## src/sv/button_click_long_press_detector_assert.svh

```systemverilog
// ---------------------------------------------------------------------------
// button click / long-press detector assertion macros
// shared property shapes for the concurrent checks in the rtl
// ---------------------------------------------------------------------------
`ifndef BUTTON_CLICK_LONG_PRESS_DETECTOR_ASSERT_SVH
`define BUTTON_CLICK_LONG_PRESS_DETECTOR_ASSERT_SVH

// consequent checked in the same cycle as the antecedent
`define BCLD_ASSERT_NOW(label, clk, rst_n, ante, cons) \
    label: assert property (@(posedge clk) disable iff (!(rst_n)) (ante) |-> (cons)) \
        else $error("%m: same-cycle check failed");

// consequent checked in the cycle after the antecedent
`define BCLD_ASSERT_NEXT(label, clk, rst_n, ante, cons) \
    label: assert property (@(posedge clk) disable iff (!(rst_n)) (ante) |=> (cons)) \
        else $error("%m: next-cycle check failed");

`endif

```

## src/sv/bcld_pkg.sv

```systemverilog
// ---------------------------------------------------------------------------
// bcld_pkg
// types and constants shared by the button click / long-press detector
// ---------------------------------------------------------------------------
package bcld_pkg;

    localparam int NOW_W       = 32;
    localparam int CFG_IDX_W   = 3;
    localparam int CFG_DATA_W  = 16;
    localparam int MS_W        = 16;
    localparam int LPS_W       = 8;
    localparam int CLICK_W     = 8;
    localparam int HELD_W      = 16;
    localparam int LONG_MS_W   = 18;
    localparam int MS_PER_SEC  = 1000;

    localparam logic [MS_W-1:0]  RST_PRESS_DEB = 16'd10;
    localparam logic [MS_W-1:0]  RST_CLICK_WIN = 16'd500;
    localparam logic [LPS_W-1:0] RST_LONG_SEC  = 8'd3;
    localparam logic [MS_W-1:0]  RST_LONG_REP  = 16'd1000;
    localparam logic [MS_W-1:0]  RST_REL_DEB   = 16'd100;

    typedef enum logic [2:0] {
        PH_IDLE     = 3'd0,
        PH_PDEB     = 3'd1,
        PH_PRESSED  = 3'd2,
        PH_RDEB     = 3'd3,
        PH_RELEASED = 3'd4
    } t_phase;

    typedef enum logic [1:0] {
        EV_PRESSED  = 2'd0,
        EV_RELEASED = 2'd1,
        EV_LONG     = 2'd2,
        EV_RUN_END  = 2'd3
    } t_event;

    typedef enum logic [CFG_IDX_W-1:0] {
        CFG_PRESS_DEB = 3'd0,
        CFG_CLICK_WIN = 3'd1,
        CFG_LONG_SEC  = 3'd2,
        CFG_LONG_REP  = 3'd3,
        CFG_REL_DEB   = 3'd4
    } t_cfg_idx;

    typedef struct packed {
        logic [NOW_W-1:0] now_ms;
        logic             pressed;
    } t_in;

    typedef struct packed {
        logic [1:0]         event_kind;
        logic [CLICK_W-1:0] click_total;
        logic [HELD_W-1:0]  held_seconds;
    } t_out;

    typedef struct packed {
        logic [MS_W-1:0]  press_debounce_ms;
        logic [MS_W-1:0]  click_window_ms;
        logic [LPS_W-1:0] long_press_seconds;
        logic [MS_W-1:0]  long_repeat_ms;
        logic [MS_W-1:0]  release_debounce_ms;
    } t_cfg;

    typedef struct packed {
        logic valid;
        t_out data;
    } t_evt;

endpackage

```

## src/sv/bcld_cfg.sv

```systemverilog
// ---------------------------------------------------------------------------
// bcld_cfg
// configuration register bank, written one register per transaction
// ---------------------------------------------------------------------------
module bcld_cfg (
    input  logic                                i_clk,
    input  logic                                i_rst_n,
    input  logic                                i_wr,
    input  logic [bcld_pkg::CFG_IDX_W-1:0]      i_index,
    input  logic [bcld_pkg::CFG_DATA_W-1:0]     i_data,
    output bcld_pkg::t_cfg                      o_cfg
);

    bcld_pkg::t_cfg r_cfg;
    bcld_pkg::t_cfg n_cfg;

    always_comb begin
        n_cfg = r_cfg;
        if (i_wr) begin
            unique case (i_index)
                bcld_pkg::CFG_PRESS_DEB: n_cfg.press_debounce_ms   = i_data;
                bcld_pkg::CFG_CLICK_WIN: n_cfg.click_window_ms     = i_data;
                bcld_pkg::CFG_LONG_SEC:
                    n_cfg.long_press_seconds = i_data[bcld_pkg::LPS_W-1:0];
                bcld_pkg::CFG_LONG_REP:  n_cfg.long_repeat_ms      = i_data;
                bcld_pkg::CFG_REL_DEB:   n_cfg.release_debounce_ms = i_data;
                default: ; // unmapped index, write dropped
            endcase
        end
    end

    always_ff @(posedge i_clk) begin
        if (!i_rst_n) begin
            r_cfg.press_debounce_ms   <= bcld_pkg::RST_PRESS_DEB;
            r_cfg.click_window_ms     <= bcld_pkg::RST_CLICK_WIN;
            r_cfg.long_press_seconds  <= bcld_pkg::RST_LONG_SEC;
            r_cfg.long_repeat_ms      <= bcld_pkg::RST_LONG_REP;
            r_cfg.release_debounce_ms <= bcld_pkg::RST_REL_DEB;
        end else begin
            r_cfg <= n_cfg;
        end
    end

    assign o_cfg = r_cfg;

endmodule

```

## src/sv/bcld_fsm.sv

```systemverilog
// ---------------------------------------------------------------------------
// bcld_fsm
// five-phase button state machine with deadline and count registers
// ---------------------------------------------------------------------------
`include "button_click_long_press_detector_assert.svh"

module bcld_fsm #(
    parameter int TIME_WIDTH = 32
) (
    input  logic            i_clk,
    input  logic            i_rst_n,
    input  logic            i_step,
    input  bcld_pkg::t_in   i_sample,
    input  bcld_pkg::t_cfg  i_cfg,
    output bcld_pkg::t_evt  o_evt
);

    localparam int TW = TIME_WIDTH;

    bcld_pkg::t_phase r_phase;
    bcld_pkg::t_phase n_phase;
    logic [TW-1:0] r_step_dl, n_step_dl;
    logic [TW-1:0] r_long_dl, n_long_dl;
    logic [TW-1:0] r_click_dl, n_click_dl;
    logic [bcld_pkg::CLICK_W-1:0] r_click, n_click;
    logic [bcld_pkg::HELD_W-1:0]  r_held, n_held;

    logic [TW-1:0] now_t;
    logic          down;
    logic [bcld_pkg::LONG_MS_W-1:0] long_ms;
    logic [TW-1:0] sum_pdeb, sum_rdeb, sum_click, sum_long, sum_rep;
    logic [TW-1:0] diff_step, diff_long, diff_click;
    logic          past_step, past_long, past_click;
    logic [bcld_pkg::CLICK_W-1:0] click_inc;
    logic [bcld_pkg::HELD_W-1:0]  held_inc;
    logic [bcld_pkg::HELD_W-1:0]  held_first;

    assign now_t = TW'(i_sample.now_ms);
    assign down  = i_sample.pressed;

    assign long_ms = bcld_pkg::LONG_MS_W'(i_cfg.long_press_seconds)
                   * bcld_pkg::LONG_MS_W'(bcld_pkg::MS_PER_SEC);

    assign sum_pdeb  = now_t + TW'(i_cfg.press_debounce_ms);
    assign sum_rdeb  = now_t + TW'(i_cfg.release_debounce_ms);
    assign sum_click = now_t + TW'(i_cfg.click_window_ms);
    assign sum_long  = now_t + TW'(long_ms);
    assign sum_rep   = now_t + TW'(i_cfg.long_repeat_ms);

    // strictly after: deadline minus now is negative modulo the time width
    assign diff_step  = r_step_dl - now_t;
    assign diff_long  = r_long_dl - now_t;
    assign diff_click = r_click_dl - now_t;
    assign past_step  = diff_step[TW-1];
    assign past_long  = diff_long[TW-1];
    assign past_click = diff_click[TW-1];

    assign click_inc  = r_click + 1'b1;
    assign held_inc   = r_held + 1'b1;
    assign held_first = bcld_pkg::HELD_W'(i_cfg.long_press_seconds);

    // next phase
    always_comb begin
        n_phase = r_phase;
        if (i_step) begin
            unique case (r_phase)
                bcld_pkg::PH_PDEB: begin
                    if (!down) begin
                        n_phase = bcld_pkg::PH_IDLE;
                    end else if (past_step) begin
                        n_phase = bcld_pkg::PH_PRESSED;
                    end
                end
                bcld_pkg::PH_PRESSED: begin
                    if (!down) begin
                        n_phase = bcld_pkg::PH_RDEB;
                    end
                end
                bcld_pkg::PH_RDEB: begin
                    if (down) begin
                        n_phase = bcld_pkg::PH_PRESSED;
                    end else if (past_step) begin
                        n_phase = bcld_pkg::PH_RELEASED;
                    end
                end
                bcld_pkg::PH_RELEASED: n_phase = bcld_pkg::PH_IDLE;
                default: begin
                    n_phase = down ? bcld_pkg::PH_PDEB : bcld_pkg::PH_IDLE;
                end
            endcase
        end
    end

    // datapath updates and event
    always_comb begin
        n_step_dl  = r_step_dl;
        n_long_dl  = r_long_dl;
        n_click_dl = r_click_dl;
        n_click    = r_click;
        n_held     = r_held;
        o_evt      = '0;
        if (i_step) begin
            unique case (r_phase)
                bcld_pkg::PH_PDEB: begin
                    if (down && past_step) begin
                        n_long_dl  = sum_long;
                        n_held     = '0;
                        n_click    = click_inc;
                        n_click_dl = sum_click;
                        o_evt.valid             = 1'b1;
                        o_evt.data.event_kind   = bcld_pkg::EV_PRESSED;
                        o_evt.data.click_total  = click_inc;
                    end
                end
                bcld_pkg::PH_PRESSED: begin
                    if (!down) begin
                        n_step_dl = sum_rdeb;
                    end else if (r_held == '0 && past_long) begin
                        n_held    = held_first;
                        n_click   = '0;
                        n_step_dl = sum_rep;
                        o_evt.valid             = 1'b1;
                        o_evt.data.event_kind   = bcld_pkg::EV_LONG;
                        o_evt.data.held_seconds = held_first;
                    end else if (r_held != '0 && past_step) begin
                        n_held    = held_inc;
                        n_step_dl = sum_rep;
                        o_evt.valid             = 1'b1;
                        o_evt.data.event_kind   = bcld_pkg::EV_LONG;
                        o_evt.data.held_seconds = held_inc;
                    end
                end
                bcld_pkg::PH_RDEB: begin
                    if (!down && past_step) begin
                        o_evt.valid             = 1'b1;
                        o_evt.data.event_kind   = bcld_pkg::EV_RELEASED;
                        o_evt.data.click_total  = r_click;
                        o_evt.data.held_seconds = r_held;
                    end
                end
                bcld_pkg::PH_RELEASED: ;
                default: begin
                    if (down) begin
                        n_step_dl = sum_pdeb;
                    end else if (r_click != '0 && past_click) begin
                        n_click = '0;
                        o_evt.valid            = 1'b1;
                        o_evt.data.event_kind  = bcld_pkg::EV_RUN_END;
                        o_evt.data.click_total = r_click;
                    end
                end
            endcase
        end
    end

    always_ff @(posedge i_clk) begin
        if (!i_rst_n) begin
            r_phase    <= bcld_pkg::PH_IDLE;
            r_step_dl  <= '0;
            r_long_dl  <= '0;
            r_click_dl <= '0;
            r_click    <= '0;
            r_held     <= '0;
        end else begin
            r_phase    <= n_phase;
            r_step_dl  <= n_step_dl;
            r_long_dl  <= n_long_dl;
            r_click_dl <= n_click_dl;
            r_click    <= n_click;
            r_held     <= n_held;
        end
    end

    `BCLD_ASSERT_NOW(a_evt_on_step, i_clk, i_rst_n, o_evt.valid, i_step)
    `BCLD_ASSERT_NEXT(a_released_to_idle, i_clk, i_rst_n, i_step && r_phase == bcld_pkg::PH_RELEASED, r_phase == bcld_pkg::PH_IDLE)
    `BCLD_ASSERT_NEXT(a_press_arms_hold, i_clk, i_rst_n, o_evt.valid && o_evt.data.event_kind == bcld_pkg::EV_PRESSED, r_phase == bcld_pkg::PH_PRESSED && r_held == '0)
    `BCLD_ASSERT_NEXT(a_run_end_clears, i_clk, i_rst_n, o_evt.valid && o_evt.data.event_kind == bcld_pkg::EV_RUN_END, r_click == '0 && r_phase == bcld_pkg::PH_IDLE)

endmodule

```

## src/sv/bcld_out_stage.sv

```systemverilog
// ---------------------------------------------------------------------------
// bcld_out_stage
// result register holding one event until the consumer takes it
// ---------------------------------------------------------------------------
module bcld_out_stage (
    input  logic            i_clk,
    input  logic            i_rst_n,
    input  bcld_pkg::t_evt  i_evt,
    input  logic            i_stall,
    output logic            o_valid,
    output bcld_pkg::t_out  o_data,
    output logic            o_busy
);

    logic           r_valid, n_valid;
    bcld_pkg::t_out r_data;

    // a new event only arrives when the register is free or draining
    always_comb begin
        n_valid = r_valid;
        if (i_evt.valid) begin
            n_valid = 1'b1;
        end else if (r_valid && !i_stall) begin
            n_valid = 1'b0;
        end
    end

    always_ff @(posedge i_clk) begin
        if (!i_rst_n) begin
            r_valid <= 1'b0;
        end else begin
            r_valid <= n_valid;
        end
    end

    always_ff @(posedge i_clk) begin
        if (i_evt.valid) begin
            r_data <= i_evt.data;
        end
    end

    assign o_valid = r_valid;
    assign o_data  = r_data;
    assign o_busy  = r_valid && i_stall;

endmodule

```

## src/sv/button_click_long_press_detector.sv

```systemverilog
// ---------------------------------------------------------------------------
// button click / long-press detector
// Takes one sample (millisecond timestamp and button level) per transaction
// and debounces it through idle, press debounce, pressed, release debounce
// and released phases, reporting pressed, released, long-pressed and
// click-run-ended events, at most one per sample. A sample is registered on
// entry, and its state update and event land in the phase registers and the
// result register once the result register is not held by a stalling
// consumer. The phase, deadline and count registers update together, so a
// new sample is accepted every clock while no held result is stalled; input
// stall rises only while a sample waits behind a held result the consumer stalls.
// Configuration registers are written at any time through the cfg port,
// which is always ready, and should be changed only while the block is idle.
// ---------------------------------------------------------------------------
module button_click_long_press_detector #(
    parameter int TIME_WIDTH = 32
) (
    input  logic                             i_clk,
    input  logic                             i_rst_n,
    input  logic                             i_in_valid,
    output logic                             o_in_stall,
    input  bcld_pkg::t_in                    i_in,
    output logic                             o_out_valid,
    input  logic                             i_out_stall,
    output bcld_pkg::t_out                   o_out,
    input  logic                             i_cfg_valid,
    output logic                             o_cfg_ready,
    input  logic [bcld_pkg::CFG_IDX_W-1:0]   i_cfg_index,
    input  logic [bcld_pkg::CFG_DATA_W-1:0]  i_cfg_data
);

    logic           r_in_valid, n_in_valid;
    bcld_pkg::t_in  r_in;
    logic           out_busy;
    logic           step;
    bcld_pkg::t_cfg cfg;
    bcld_pkg::t_evt evt;

    assign o_cfg_ready = 1'b1;

    assign step       = r_in_valid && !out_busy;
    assign o_in_stall = r_in_valid && out_busy;
    assign n_in_valid = o_in_stall ? r_in_valid : i_in_valid;

    always_ff @(posedge i_clk) begin
        if (!i_rst_n) begin
            r_in_valid <= 1'b0;
        end else begin
            r_in_valid <= n_in_valid;
        end
    end

    always_ff @(posedge i_clk) begin
        if (i_in_valid && !o_in_stall) begin
            r_in <= i_in;
        end
    end

    bcld_cfg u_cfg (
        .i_clk   (i_clk),
        .i_rst_n (i_rst_n),
        .i_wr    (i_cfg_valid && o_cfg_ready),
        .i_index (i_cfg_index),
        .i_data  (i_cfg_data),
        .o_cfg   (cfg)
    );

    bcld_fsm #(
        .TIME_WIDTH (TIME_WIDTH)
    ) u_fsm (
        .i_clk    (i_clk),
        .i_rst_n  (i_rst_n),
        .i_step   (step),
        .i_sample (r_in),
        .i_cfg    (cfg),
        .o_evt    (evt)
    );

    bcld_out_stage u_out (
        .i_clk   (i_clk),
        .i_rst_n (i_rst_n),
        .i_evt   (evt),
        .i_stall (i_out_stall),
        .o_valid (o_out_valid),
        .o_data  (o_out),
        .o_busy  (out_busy)
    );

endmodule
```

## config.mk

```make
export PLATFORM = sky130hd
export DESIGN_NAME = button_click_long_press_detector
export DESIGN_NICKNAME = d
export VERILOG_FILES = /design/src/sv/bcld_pkg.sv /design/src/sv/bcld_cfg.sv /design/src/sv/bcld_fsm.sv /design/src/sv/bcld_out_stage.sv /design/src/sv/button_click_long_press_detector.sv
export VERILOG_INCLUDE_DIRS = /design/src /design/src/sv
export SDC_FILE = /design/constraint.sdc
export NUM_CORES = 1
export LEC_CHECK = 0
export BUFFER_PORTS_ARGS = -buffer_cell sky130_fd_sc_hd__buf_2
export CORE_UTILIZATION = 35
export CTS_BUF_LIST = sky130_fd_sc_hd__clkbuf_8
export DETAILED_ROUTE_END_ITERATION = 7
export GPL_TIMING_DRIVEN = 0
export HOLD_SLACK_MARGIN = 0.12
export SETUP_SLACK_MARGIN = 0.2
export SYNTH_ARGS = -nofsm -noshare
export SYNTH_HDL_FRONTEND = slang
export SYNTH_SLANG_ARGS = --single-unit
```

## constraint.sdc

```tcl
create_clock -name i_clk -period 5.7 [get_ports i_clk]
set_input_delay 0.855 -clock i_clk [delete_from_list [all_inputs] [get_ports i_clk]]
set_output_delay 0.855 -clock i_clk [all_outputs]
set_load 0.01 [all_outputs]
```

* Word-level counts from Yosys, hierarchy flattened
Cells that the tools add are included.
Storage, ports and cells: RAM bits 0, input port bits 57, bits in read-only memories 0, memories kept 0, word-level logic and storage cells 122, bits in registers 256, latch bits 0, output and inout bits 29
Operators by class: muxes and demuxes 39, divide/modulo/power cells 0, bitwise logic cells 2, reductions and logical operators 35, $lt $le $gt $ge 0, eq/ne operators 17, shift-type cells 0, add/sub/neg operators 10, multiply operators 1
Operator list (number):
- $add 32x16->32 | 4
- $mux 32 | 4
- $mux 16 | 7
- $sub 32x32->32 | 3
- $pmux 16 s2 | 2
- $pmux 32 s2 | 1
- $mux 27 | 2
- $pmux 8 s3 | 2
- $mux 8 | 5
- $mux 11 | 3
- $add 32x18->32 | 1
- $mux 3 | 8
- $pmux 3 s4 | 2
- $add 16x1->16 const B | 1
- $logic_not 16->1 | 1
- $reduce_bool 16->1 | 1
- $mul 8x7->15 const B | 1
- $eq 3x2->1 const B | 4
- $logic_and 1x1->1 | 10
- $reduce_and 2->1 | 5
- $add 8x1->8 const B | 1
- $reduce_and 4->1 | 2
- $reduce_bool 8->1 | 1
- $reduce_and 7->1 | 1
- other kinds (17) | 32

* Logic depth before layout (Yosys ltp)
Gate-level depths: netlist (run 1).
depth after elaboration 8, gate-level depth with buffers 25

* Hierarchy
Synthesis (run 1) repeated with hierarchy kept, for this count alone.
Unflattened totals: cell total of the unflattened synthesis 1915, area total of the unflattened synthesis 17082.6 µm²
By module, submodules not included:
- bcld_fsm | times used 1, area an instance 12401.9 µm², cells an instance 1579
- bcld_cfg | times used 1, area an instance 2811.4 µm², cells an instance 267
- button_click_long_press_detector | times used 1, area an instance 1052.3 µm², cells an instance 40
- bcld_out_stage | times used 1, area an instance 817.0 µm², cells an instance 29

* Worst setup path before layout (run 1)
No wires, ideal clock.
kind reg2reg, from reg u_cfg.r_cfg (netlist bit u_cfg.o_cfg[33]), to reg u_fsm.r_long_dl[24], stages on the path, launching flop included 24, data required time 5.578 ns, data arrival time 5.380 ns, clock period less this slack 5.501 ns, path slack 0.199 ns, library setup time 0.122 ns, cells stage by stage dfxtp_1 -> fa_1 -> xor2_1 -> ha_1 -> fa_1 -> inv_1 -> fa_1 -> inv_1 -> ha_1 -> o21ai_0 -> a21boi_0 -> o21ai_0 -> a21boi_0 -> o21ai_0 -> nand2b_1 -> xor2_1 -> ha_1 -> nand4_1 -> a221o_1 -> a21oi_1 -> nand3_1 -> nor2_1 -> xnor2_1 -> a21oi_1
On the way: longest elaborated chain between the ends 2
Ends and longest elaborated chain:
- from (decl) | RTL line bcld_cfg.sv:14 | bcld_pkg::t_cfg r_cfg;
- from (signal assigned) | RTL line bcld_cfg.sv:40 | r_cfg <= n_cfg;
- $mul 8x7->15 | RTL line bcld_fsm.sv:42 | * bcld_pkg::LONG_MS_W'(bcld_pkg::MS_PER_SEC);
- $add 32x18->32 | RTL line bcld_fsm.sv:47 | assign sum_long = now_t + TW'(long_ms);
- to (signal assigned) | RTL line bcld_fsm.sv:167 | r_long_dl <= n_long_dl;
- to (decl) | RTL line bcld_fsm.sv:23 | logic [TW-1:0] r_long_dl, n_long_dl;
No other way between the ends. A chain may end at the register's enable or synchronous reset.

* Worst setup path in the final report (run 1)
from reg u_cfg.r_cfg (netlist bit u_cfg.o_cfg[33]), to reg u_fsm.r_long_dl[25]
Same word-level chain as after synthesis.

==> qor.log, run 1 <==
[outcome] outcome completed
[synth] sequential element share of the synthesized area 0.348
[setup_path] critical path arrival 6.06 ns
[global_route] number of antenna violations at the first check in global routing 0
[synth] Synth top area share 0.240
[clock_network] number of sinks driven by the clock tree 256
[placed_design] number of cells after detailed placement 2653
[synth] Yosys warnings 0
[global_route] all-layer global routing usage 0.210
[placed_design] I/O Buffers 84
[floorplanning] Die ar. 47900 sq um
[floorplanning] starting density of the core 0.354
[routing] Post-DRT Antenna Nets 0
[power_and_ir_drop] Worst VDD drop 0.195 mV
[routing] remaining routing DRC violations 0
[global_route] first-pass GRT wire length 78200 um
[synth] cell type contributing the most total cell area after synthesis dfxtp_1
[clock_network] Clock H-tree levels 2
[setup_path] category of the most critical setup path reg -> reg
[floorplanning] count of boundary I/O pins 86
[placed_design] HPWL after detailed placement 38600 um
[global_route] pin count of the biggest net entering global routing 25
[power_and_ir_drop] leakage power summed over all cells 7.93 nW
[sta] highest clock rate 180 MHz
[synth] synthesized flop and latch total 256
[routing] sum of routed wire length over all layers 50200 um
[final_layout] number of cells in the finished layout apart from fillers 2769
[setup_path] cell type with the highest occurrence count on the critical path fa_1
[power_and_ir_drop] share of total power in the clock network 0.404
[setup_path] cell-by-cell trace of the critical path fa_1 > inv_1 > fa_1 > fa_1 > fa_1 > inv_2 > ha_4 > a21boi_2 > o21ai_2 > a21boi_2 > o21ai_1 > nand2b_1 > a2111oi_2 > nand3b_1 > ha_2 > inv_2 > nand4_1 > nor3_2 > a221oi_2 > and2_4 > o211ai_1 > xnor2_1 > a21oi_1
[power_and_ir_drop] total power 4.68 mW
[routing] wire length per cell 18.1 um
[setup_path] Worst setup SP type flip-flop
[setup_path] Critical Path Fanout Max 5
[routing] per-cell via count in the routed design 5.38
[clock_network] CTS tree done
[floorplanning] area of the core 46500 sq um
[synth] dominant synthesized flop cell dfxtp_1
[power_and_ir_drop] power density normalized to cell area 244 nW/um^2
[synth] summed instance area of the synthesized netlist 16400 sq um
[flow_run] Max-Cap Viols 0
[sta] unrepaired setup endpoints after global routing true
[sta] clock skew 0.0451 ns
[clock_network] clock-pin slew on the worst setup and hold paths 0.06 ns
[synth] number of nets produced by synthesis 2222
[clock_network] cts bufs inserted 48
[setup_path] kind of end point of the critical path flip-flop
[min_path] class of the worst hold path in -> reg
[setup_path] required time of the critical path 6.21 ns
[final_layout] Final nets 2384
[synth] synthesized instance count 1960
[power_and_ir_drop] switching power as a share of total power 0.303
[clock_network] Clock Tree Buf Depth 3
[sta] max-slew violation count 0
[floorplanning] Die X-Extent 219 um
[sta] Least-Margin Pin Slew 1.25 ns
[clock_network] count of hold buffers inserted by post-cts repair 0
[sta] final hold vios 0
[floorplanning] site row count 79
[routing] via count 14900
[global_route] vias in the first global route 14600
[power_and_ir_drop] P_sw 1.42 mW
[power_and_ir_drop] share of power burned in combinational logic 0.180
[routing] Detailed Routing Iterations Pass 1 6
[sta] Setup-failing EPs final 0
[floorplanning] die span in y 219 um
[final_layout] share of cells above drive strength 1 0.134
[sta] period utilisation layout 0.975
[synth] mean post-synth cell area 8.39 sq um
[sta] clock period minus final worst setup slack 5.56 ns
[power_and_ir_drop] cell internal power dissipation 3.27 mW
[synth] most numerous cell types in the synthesized netlist nand2_1 (316), a21oi_1 (223), dfxtp_1 (197), ha_1 (181), o21ai_0 (134)
[synth] most numerous cell in the Yosys netlist nand2_1
[clock_network] clock latency reported for the late side of the worst-skew pair 0.66 ns
[final_layout] number of diodes 0
[setup_path] CP peak stage delay 0.53 ns
[setup_path] CP max-delay cell fa_1
[final_layout] layout overhead on the synthesized area 16.7%
[synth] async set-reset flop share out of synthesis 0
[synth] top cells by area, synth dfxtp_1 (24%), ha_1 (14%), edfxtp_1 (11%)
[routing] Starting DRT DRC Count 847
[sta] slew margin rel. 0.143
[global_route] total congestion overflow 0
[clock_network] cell at the root of the clock tree clkbuf_8
[synth] number of enable flip-flop cells after synthesis 59
[placed_design] last weighted congestion value of the routability-driven placer 0.939
[synth] count of cell types in the netlist 80
[power_and_ir_drop] sequential share of power 0.416
==> repair_timing <==
| item | 4_1_cts | 5_1_grt |
|---|---|---|
| setup buffers | 14 | 13 |
| pin swaps | 24 | 38 |
| resized for setup | 38 | 43 |
| setup endpoints to repair | 27 | 23 |
==> routing by layer <==
| layer | wire length [um] | vias to the layer above | GRT usage |
|---|---|---|---|
| met4 | 1260 | 0 | 0.0736 |
| met2 | 23800 | 416 | 0.356 |
| li1 | - | 7291 | - |
| met3 | 2760 | 85 | 0.0319 |
| met1 | 22400 | 7119 | 0.270 |
| met5 | 0 | - | 0 |
==> through the flow <==
stage                     setup slack, ns  hold WS (ns)  area, sq um  utilization  setup TNS [ns]
after floorplan                     0.262         0.436        16400            -               0
after global routing              -0.0468         0.334        19200        0.413          -0.107
after CTS                           0.219         0.311        18900        0.407               0
final                               0.144         0.368        19200        0.413               0
after global placement             -0.773         0.441        17600        0.379          -15.39
after detailed placement           -0.802         0.447        17700        0.380          -12.71
==> cells in the final DEF, fill, tap and decap left out, types with 8 or more instances in the layout <==
| master | instances |
|---|---|
| nor2b_1 | 15 |
| o21a_1 | 8 |
| nor2_1 | 100 |
| xor2_1 | 16 |
| xnor2_1 | 79 |
| ha_1 | 175 |
| buf_2 | 99 |
| inv_1 | 107 |
| nand2b_1 | 11 |
| o211ai_1 | 13 |
| clkinv_1 | 10 |
| nand3_1 | 90 |
| nand2_1 | 313 |
| or3_1 | 14 |
| nand4_1 | 24 |
| dfxtp_1 | 190 |
| fa_1 | 24 |
| a211oi_1 | 17 |
| nor4_1 | 10 |
| and3_1 | 20 |
| edfxtp_1 | 59 |
| a21o_1 | 26 |
| a21oi_1 | 218 |
| clkinv_2 | 8 |
| nor3_1 | 25 |
| clkbuf_8 | 54 |
| mux2i_1 | 23 |
| a31oi_1 | 11 |
| buf_4 | 29 |
| clkbuf_1 | 61 |
| o21ai_0 | 128 |
==> critical path: cells and delay by family (launching register included) <==
kind | cells | cell delay (ns)
compound gates | 8 | 1.47
xor+xnor | 1 | 0.19
flops | 1 | 0.38
buf+inv | 3 | 0.16
fa+ha+maj | 6 | 2.46
simple gates | 5 | 0.73
==> cell type report <==
| cell class | instances | area (sq um) |
|---|---|---|
| repair buffers | 113 | 666 |
| clock inverters | 36 | 268 |
| fillers | 4697 | 27300 |
| inverters | 103 | 387 |
| plain buffers | 86 | 367 |
| multi-input cells | 1514 | 10300 |
| clock buffers | 54 | 743 |
| flip-flops and latches | 256 | 5730 |
| well taps | 607 | 759 |
==> kinds of logic after synthesis <==
| logic type | after synthesis | share of synthesized area |
|---|---|---|
| and+or+nand+nor | 669 | 0.183 |
| AOI/OAI and AO/OA | 513 | 0.187 |
| DFF | 256 | 0.348 |
| adders and majority gates | 205 | 0.167 |
| buffers and inverters | 190 | 0.0454 |
| xor gates and xnor gates | 99 | 0.0527 |
| muxes | 27 | 0.0169 |
| other | 1 | 0.000228 |
==> power groups by stage <==
stage                     sequential, mW  combinational, mW  clock, mW
after floorplan                     1.97              0.551          0
after global placement              1.99              0.734          0
after detailed placement            1.99              0.756          0
after CTS                           1.95              0.796       1.96
after global routing                1.95              0.936       2.03
final                               1.95              0.843       1.89
==> final timing paths <==
path | slack [ns] | from | depth (start not counted) | to
hold reg to reg | 0.45 | u_cfg.o_cfg[3]$_SDFFE_PN0P_ | 2 | u_cfg.o_cfg[3]$_SDFFE_PN0P_
hold / removal | 0.37 | i_in[6] | 1 | r_in[6]$_DFFE_PP_
setup reg to reg | 0.14 | u_cfg.o_cfg[33]$_SDFFE_PN1P_ | 23 | u_fsm.r_long_dl[25]$_SDFFE_PN0P_
setup / recovery | 0.14 | u_cfg.o_cfg[33]$_SDFFE_PN1P_ | 23 | u_fsm.r_long_dl[25]$_SDFFE_PN0P_
==> state kept, by name (all words and copies together) (netlist names) <==
register          count
r_in                 33
r_in_valid            1
u_cfg.o_cfg          72
u_fsm.r_click         8
u_fsm.r_click_dl     32
u_fsm.r_held         16
u_fsm.r_long_dl      32
u_fsm.r_phase         3
u_fsm.r_step_dl      32
u_out.o_data         26
u_out.o_valid         1
Power figures use the tool's default switching activity.
==> inputs of run 2 (changes only) <==
--- a/config.mk
+++ b/config.mk
@@ -7,11 +7,14 @@
 export NUM_CORES = 1
 export LEC_CHECK = 0
 export BUFFER_PORTS_ARGS = -buffer_cell sky130_fd_sc_hd__buf_2
+export CELL_PAD_IN_SITES_DETAIL_PLACEMENT = 0
+export CELL_PAD_IN_SITES_GLOBAL_PLACEMENT = 2
 export CORE_UTILIZATION = 35
 export CTS_BUF_LIST = sky130_fd_sc_hd__clkbuf_8
 export DETAILED_ROUTE_END_ITERATION = 7
 export GPL_TIMING_DRIVEN = 0
 export HOLD_SLACK_MARGIN = 0.12
+export PLACE_DENSITY_LB_ADDON = 0.1
 export SETUP_SLACK_MARGIN = 0.2
 export SYNTH_ARGS = -nofsm -noshare
 export SYNTH_HDL_FRONTEND = slang
==> qor.log, run 2 (synthesis results as in run 1) <==
[outcome] outcome completed
[global_route] GR Util met1 0.318 [+0.0474]
[final_layout] commonest cells after routing, fill and taps aside nand2_1 (315), a21oi_1 (220), dfxtp_1 (192), ha_1 (173), o21ai_0 (129)
[setup_path] Critical Path Fanout Max 5 [unchanged]
[clock_network] CTS tree done
[power_and_ir_drop] power density normalized to cell area 248 nW/um^2 [+1.4%]
[placed_design] I/O Buffers 84 [unchanged]
[placed_design] last weighted congestion value of the routability-driven placer 0.863 [-8.1%]
[clock_network] cts bufs inserted 50 [+4.2%]
[routing] Post-DRT Antenna Nets 0 [unchanged]
[placed_design] HPWL after detailed placement 43200 um [+12%]
[floorplanning] count of boundary I/O pins 86 [unchanged]
[placed_design] pre-CTS worst setup slack -0.862 ns [-0.0602 ns]
[sta] Fin Hold WS 0.377 ns [+0.00895 ns]
[global_route] number of antenna violations at the first check in global routing 0 [unchanged]
[routing] sum of routed wire length over all layers 56800 um [+13%]
[global_route] total congestion overflow 0 [unchanged]
[floorplanning] Die ar. 47900 sq um [unchanged]
[setup_path] Worst setup SP type flip-flop
[routing] wire length per cell 20.5 um [+13%]
[clock_network] Clock Tree Buf Depth 3 [unchanged]
[final_layout] commonest non-fill, non-tap cell in the layout nand2_1
[clock_network] cell at the root of the clock tree clkbuf_8
[routing] via count 14700 [-1.4%]
[sta] period utilisation layout 0.951 [-0.0239]
[global_route] fraction of met2 tracks used by global routing 0.409 [+0.0527]
[power_and_ir_drop] share of power burned in combinational logic 0.188 [+0.008]
[clock_network] number of sinks driven by the clock tree 256 [unchanged]
[clock_network] Clock H-tree levels 2 [unchanged]
[global_route] busiest layer in global routing met2
[floorplanning] area of the core 46500 sq um [unchanged]
[power_and_ir_drop] share of total power in the clock network 0.401 [-0.003]
[setup_path] worst setup slack for register-to-register paths 0.28 ns [+0.14 ns]
[global_route] vias in the first global route 14300 [-1.9%]
[floorplanning] die span in y 219 um [unchanged]
[setup_path] critical register-to-register path startpoint u_cfg.o_cfg[32]$_SDFFE_PN1P_
[global_route] M3 GR Usage 0.0289 [-0.00292]
[power_and_ir_drop] P_sw 1.47 mW [+3.7%]
[global_route] all-layer global routing usage 0.239 [+0.0289]
[sta] Setup-failing EPs final 0 [unchanged]
[power_and_ir_drop] cell internal power dissipation 3.27 mW [about the same]
[final_layout] number of flip-flops in the largest register 72 [unchanged]
[global_route] first-pass GRT wire length 86300 um [+10%]
[routing] remaining routing DRC violations 0 [unchanged]
[routing] Detailed Routing Iterations Pass 1 5 [-1]
[final_layout] share of cells above drive strength 1 0.129 [-0.00469]
[sta] setup TNS after final layout 0 ns [unchanged]
[sta] Setup WS post-layout 0.280 ns [+0.136 ns]
[final_layout] layout overhead on the synthesized area 16.4%
[final_layout] Final nets 2386 [+0.084%]
[final_layout] cell area after layout 19100 sq um [-0.22%]
[setup_path] kind of end point of the critical path flip-flop
[sta] clock period minus final worst setup slack 5.42 ns [-0.136 ns]
[clock_network] clock-pin slew on the worst setup and hold paths 0.06 ns [about the same]
[flow_run] Max-Cap Viols 0 [unchanged]
[power_and_ir_drop] switching power as a share of total power 0.310 [+0.00776]
[sta] clock skew 0.0457 ns [+0.000594 ns]
[placed_design] Placed Area 17700 sq um [unchanged]
[sta] unrepaired setup endpoints after global routing true
[routing] Starting DRT DRC Count 898 [+6.0%]
[floorplanning] starting density of the core 0.354 [unchanged]
[sta] max-slew violation count 0 [unchanged]
[clock_network] clock latency reported for the late side of the worst-skew pair 0.65 ns [about the same]
[power_and_ir_drop] Worst VDD drop 0.147 mV [-24%]
[setup_path] launching instance or port of the critical path u_cfg.o_cfg[32]$_SDFFE_PN1P_
[floorplanning] Die X-Extent 219 um [unchanged]
[sta] Least-Margin Pin Slew 1.02 ns [-0.229 ns]
[routing] per-cell via count in the routed design 5.30 [-1.5%]
[setup_path] category of the most critical setup path reg -> reg
[sta] final hold vios 0 [unchanged]
[min_path] launch point of the worst hold path i_in[24]
[clock_network] count of hold buffers inserted by post-cts repair 0 [unchanged]
[power_and_ir_drop] leakage power summed over all cells 7.92 nW [-0.11%]
[min_path] class of the worst hold path in -> reg
[sta] slew margin rel. 0.300 [+0.157]
[global_route] pin count of the biggest net entering global routing 19 [-24%]
[sta] highest clock rate 185 MHz [+2.5%]
[setup_path] critical path arrival 6.00 ns [-0.06 ns]
[power_and_ir_drop] sequential share of power 0.411 [-0.005]
[setup_path] required time of the critical path 6.28 ns [+0.07 ns]
[floorplanning] site row count 79 [unchanged]
-- run 2: final cells by class --
class                   instances  area, sq um
fillers                      4815        27300
multi-input cells            1514        10200
flip-flops and latches        256         5730
clock buffers                  58          798
well taps                     607          759
repair buffers                112          658
inverters                     103          387
plain buffers                  87          367
clock inverters                33          199
diodes                          1         2.50
-- run 2: per-layer routing --
layer  vias up  share of wire
met1      7071           0.46
met4         0          0.018
met2       274           0.49
met3        63          0.040
met5         -              0
li1       7289              -
-- run 2: critical path: stages (launching register included) --
cell and delay (ns):
dfxtp_4 0.35, fa_1 0.59, xor2_1 0.16, ha_1 0.26, fa_1 0.49, inv_1 0.06
fa_1 0.50, inv_2 0.05, ha_4 0.25, inv_1 0.05, o21ai_0 0.08, a21oi_1 0.19
nor2b_1 0.09, o2111ai_1 0.18, nand3_1 0.13, o41a_1 0.35, xnor2_1 0.17, ha_2 0.41
nand4_1 0.13, a211oi_2 0.34, o21ai_0 0.21, xor2_1 0.19, a21oi_1 0.15
-- run 2: what timing repair did --
action                                  in CTS  in global routing
pin swaps                                   29                 37
resized for setup                           42                 30
setup buffers                               18                  8
endpoints found under the setup margin      27                 23
-- run 2: per-stage QoR --
step / cells / utilization / total power, mW
3_5_place_dp: 2653 / 0.380 / 2.81
6_report: 2771 / 0.412 / 4.74
3_3_place_gp: 2651 / 0.379 / 2.80
5_1_grt: 2770 / 0.412 / 4.97
4_1_cts: 2762 / 0.408 / 4.78
2_1_floorplan: 1960 / - / 2.52
-- run 2: worst paths after layout --
kind / to / cells past startpoint
max: u_fsm.r_long_dl[31]$_SDFFE_PN0P_ / 22
min: r_in[24]$_DFFE_PP_ / 1
max reg2reg: u_fsm.r_long_dl[31]$_SDFFE_PN0P_ / 22
min reg2reg: u_cfg.o_cfg[0]$_SDFFE_PN0P_ / 2
-- run 2: power by group through the flow --
stage / Combinational, mW / Clock [mW] / Sequential [mW]
CTS: 0.871 / 1.96 / 1.95
floorplan: 0.551 / 0 / 1.97
global route: 0.981 / 2.03 / 1.95
finish: 0.889 / 1.90 / 1.95
detailed placement: 0.818 / 0 / 1.99
global placement: 0.811 / 0 / 1.99
